===== src/rtl/mcba_ram.sv =====
`timescale 1ns / 1ps
// mcba_ram: generic simple dual port ram, one write port, one registered read port
// no dependencies

module mcba_ram #(
    parameter int WIDTH = 8,
    parameter int DEPTH = 16
) (
    input  logic                     i_clk,
    input  logic                     i_wr_en,
    input  logic [$clog2(DEPTH)-1:0] i_wr_addr,
    input  logic [WIDTH-1:0]         i_wr_data,
    input  logic                     i_rd_en,
    input  logic [$clog2(DEPTH)-1:0] i_rd_addr,
    output logic [WIDTH-1:0]         o_rd_data
);

    logic [WIDTH-1:0] r_mem [DEPTH];
    logic [WIDTH-1:0] r_rd_data;

    always_ff @(posedge i_clk) begin
        if (i_wr_en) begin
            r_mem[i_wr_addr] <= i_wr_data;
        end
        if (i_rd_en) begin
            r_rd_data <= r_mem[i_rd_addr];
        end
    end

    assign o_rd_data = r_rd_data;

endmodule


===== config.mk =====
export PLATFORM = sky130hd
export DESIGN_NAME = mcba_ram
export DESIGN_NICKNAME = d
export VERILOG_FILES = /design/src/rtl/mcba_ram.sv
export SDC_FILE = /design/constraint.sdc
export NUM_CORES = 1
export LEC_CHECK = 0
export ABC_CLOCK_PERIOD_IN_PS = 1850
export BUFFER_PORTS_ARGS = -buffer_cell sky130_fd_sc_hd__buf_2
export CORE_ASPECT_RATIO = 0.9
export CORE_UTILIZATION = 47
export CTS_CLUSTER_DIAMETER = 60
export DETAILED_ROUTE_END_ITERATION = 12
export GPL_TIMING_DRIVEN = 0
export RECOVER_POWER = 100
export SETUP_SLACK_MARGIN = 0.4
export SLEW_MARGIN = 30
export SYNTH_ARGS = -nofsm -noshare
export SYNTH_HDL_FRONTEND = slang
export SYNTH_SLANG_ARGS = --single-unit

===== constraint.sdc =====
create_clock -name i_clk -period 1.85 [get_ports i_clk]
set_input_delay 0.0925 -clock i_clk [delete_from_list [all_inputs] [get_ports i_clk]]
set_output_delay 0.0925 -clock i_clk [all_outputs]
set_load 0.02 [all_outputs]

After elaboration in Yosys (flattened, before gate mapping)

Memory sizes are Yosys's and may differ from the RTL's. A register that Yosys moved wholly into a read port is not among the register bits.
Cells that the tools add are included.

Register bits: 0
RAM bits: 128
Input bits: 19
Output and inout port bits: 8
Logic and storage cells: 3
Memories: 1

Memory list:

| memory | words | bits a word | read ports | clocked after Yosys merged registers in | wr ports | line | text |
|---|---|---|---|---|---|---|---|
| r_mem  | 16    | 8           | 1          | 1                                       | 1        | 18   | `logic [WIDTH-1:0] r_mem [DEPTH];` |

Mux-type cells: 2

Operators by type and width:

| kind   | count |
|---|---|
| $mux 1 | 2 |

Depth between registers and ports, before layout

Word-level depth: 2
Gate-level depth with buffers: 5
Depth with buffers taken out: 3

Worst setup path after synthesis

No wires, ideal clock.

Kind: input to register
Start point: input i_wr_addr[2]
End point: memory r_mem[0][0] (enable)
Setup time: 0.383 ns
Data arrival time: 1.202 ns
Required time: 1.467 ns
Path slack: 0.265 ns
Stages on the path: 2
Path through: or3b_2 nor3_1

RTL lines:

| element         | line | text |
|---|---|---|
| start, declared | 11   | `input logic [$clog2(DEPTH)-1:0] i_wr_addr,` |
| end, declared   | 18   |  |

Straight into the memory's write port.

==> flow_metrics.tcl <==
set metrics [dict create \
    outcome "completed" \
    syn-cell-area_um2 5230 \
    wl_um 9740 \
    layout.nets 292 \
    fin_ws_ns 0.282 \
    setup_tns_ns 0 \
    synth.area.mux_share_pct 14.8 \
    port_buffers 25 \
    synth-simple-area-share_pct 3.14 \
    cp-end-kind "flop" \
    synthToLayoutAreaGrowth_pct 16.3 \
    dieArea_um2 11500 \
    tightestPinTransition_ns 1.37 \
    cts_tree "yes" \
    critical_path_class "reg -> reg" \
    syn_avg_cell_area_um2 22.8 \
    drive_above_1_share_pct 24.8 \
    gp_congestion 0.677 \
    cts_buffers 17 \
    yosys_warnings 0 \
    rows 36 \
    syn_nets 248 \
    synthXorXnorAreaFrac_pct 0 \
    rsz0062_at_grt "yes" \
    period_minus_slack_ns 1.57 \
    finalHoldViolations 0 \
    antenna_found_initial 0 \
    hpwl_um 6210 \
    ioPinCount 27 \
    final_cells 419 \
    power_density_nw_per_um2 1180 \
    grt_util_all_layers_pct 18.9 \
    drc 0 \
    setup_viol 0 \
    drv_slew 0 \
    cts_buffer_depth 2 \
    synthTopCellsByArea "edfxtp_1 78%, mux4_2 7.8%, mux4_1 7.0%" \
    viasPerCell 5.56 \
    worst_ep_required_time_ns 2.00 \
    drv_cap 0 \
    die_w_um 113 \
    ys_ff_latch 136 \
    ys_seq_area_share_pct 78.1 \
    die_h_um 102 \
    synth_area_leader_cell "edfxtp_1" \
    hp-class "in -> reg" \
    clkTransAtPathRegs_ns 0.05 \
    gr-total-overflow 0 \
    netlist.area_leader.share_pct 78.1 \
    drtPass1Iterations 4 \
    skew_ns 0.00475 \
    ant_nets 0 \
    ys_types 18 \
    synth_top_family_by_area "multiplexers" \
    cts_max_level 4 \
    total_leakage_power_uw 0.00197 \
    clock-sinks 136 \
    cts_root_buf "clkbuf_16" \
    synthAdderAreaFrac_pct 0 \
    clock_latency_ns 0.40 \
    vdd_drop_max_uv 1110 \
    post-place-ws_ns 0.0394 \
    max_slew_margin_pct 7.92 \
    cp-start-kind "flop" \
    vias 2329 \
    initial_core_util_pct 48.4 \
    critPathMaxFanout 1 \
    dp_cells 387 \
    synth_compound_gate_area_share_pct 2.30 \
    drtIter0Drc 145 \
    final_util_pct 56.2 \
    grt_pass1_wl_um 14400 \
    grt_pass1_vias 2344 \
    post-route-period-util_pct 84.8 \
    grt_max_degree 17 \
    wl_per_cell_um 23.2 \
    postSynthCellCount 229 \
    diodes 0 \
    cp.arrival_ns 1.71 \
    fmax_mhz 638 \
    coreArea_um2 10800 \
]
[cells by family (layout without fill, tap and decap cells)]
| group | after synthesis | in the layout |
|---|---|---|
| compound gates | 16 | 16 |
| buf+inv | 10 | 67 |
| flops | 136 | 136 |
| mux | 32 | 32 |
| simple gates | 35 | 35 |
[routing by layer]
layer	vias to the layer above	track usage, %	wire length, um
li1	1064	-	-
met1	1197	26.0	4500
met2	64	28.2	4600
met3	4	5.40	583
met4	0	9.11	55
met5	-	0	0
[layout by cell type (no fill, tap or decap)]
cell,instances
or3b_2,1
nor2b_1,1
clkdlybuf4s25_2,3
nor3_2,1
mux4_1,7
nand3b_1,2
nor3_1,3
clkbuf_16,17
and2b_1,1
nand3_1,1
edfxtp_1,136
clkinv_2,5
buf_6,3
buf_4,1
and2_1,1
a22oi_1,14
nor2_1,13
clkbuf_1,22
a22oi_2,2
buf_2,9
clkinv_1,3
mux4_2,25
bufinv_16,4
nand2b_1,2
nand2_1,9
[critical path, cell delays in order, from the launching register on]
cell      delay, ns
edfxtp_1       0.38
mux4_2         0.52
a22oi_1        0.30
nand2_1        0.11
[synthesized netlist by cell type]
cell / number
mux4_2: 18
and2_1: 1
a22oi_1: 16
mux4_1: 14
edfxtp_1: 136
nor2b_1: 1
nand3_1: 1
or3b_2: 1
nand2_1: 9
nor3_1: 4
and2b_1: 1
nand3b_1: 2
buf_6: 3
nand2b_1: 2
nor2_1: 13
buf_4: 1
buf_2: 3
clkdlybuf4s25_2: 3
[state kept, by name, indices dropped and copies added (netlist names)]
signal	count
o_rd_data	8
r_mem	128
[worst paths after layout]
check                     from           end  slack [ns]  cells after the start
hold / removal         i_rd_en  o_rd_data[0]         0.1                      1
hold reg to reg   r_mem[11][1]  o_rd_data[1]        0.76                      3
setup reg to reg   r_mem[7][0]  o_rd_data[0]        0.28                      3
setup / recovery   r_mem[7][0]  o_rd_data[0]        0.28                      3
[cell type report]
class                   instances  area, um^2
multi-input cells              83        1050
flip-flops and latches        136        4080
well taps                     133         166
clock inverters                12         156
clock buffers                  20         437
plain buffers                  10        86.3
fillers                       819        4730
repair buffers                 25         101
[stage by stage]
| step | cell area (um^2) | hold WS (ns) | power (uW) |
|---|---|---|---|
| CTS | 6160 | 0.00355 | 7280 |
| global route | 6080 | 0.0978 | 7410 |
| global placement | 5520 | 0.433 | 3890 |
| floorplan | 5230 | 0.191 | 3740 |
| detailed placement | 5540 | 0.437 | 3900 |
| finish | 6080 | 0.0977 | 7190 |
[timing repair]
action	4_1_cts	5_1_grt
hold endpoints to repair	0	0
hold buffers	0	0
setup buffers	0	0
pin swaps	2	5
endpoints found under the setup margin	7	8
resized for setup	9	5
[report_power, final]
part	switching, uW	leakage [uW]	total, uW	internal, uW
sequential	15.0	0.00124	3490	3480
clock	1140	0.000294	3360	2230
combinational	207	0.000437	336	129
total	1360	0.00197	7190	5830
Note: power is estimated with default switching activity, not from simulation.
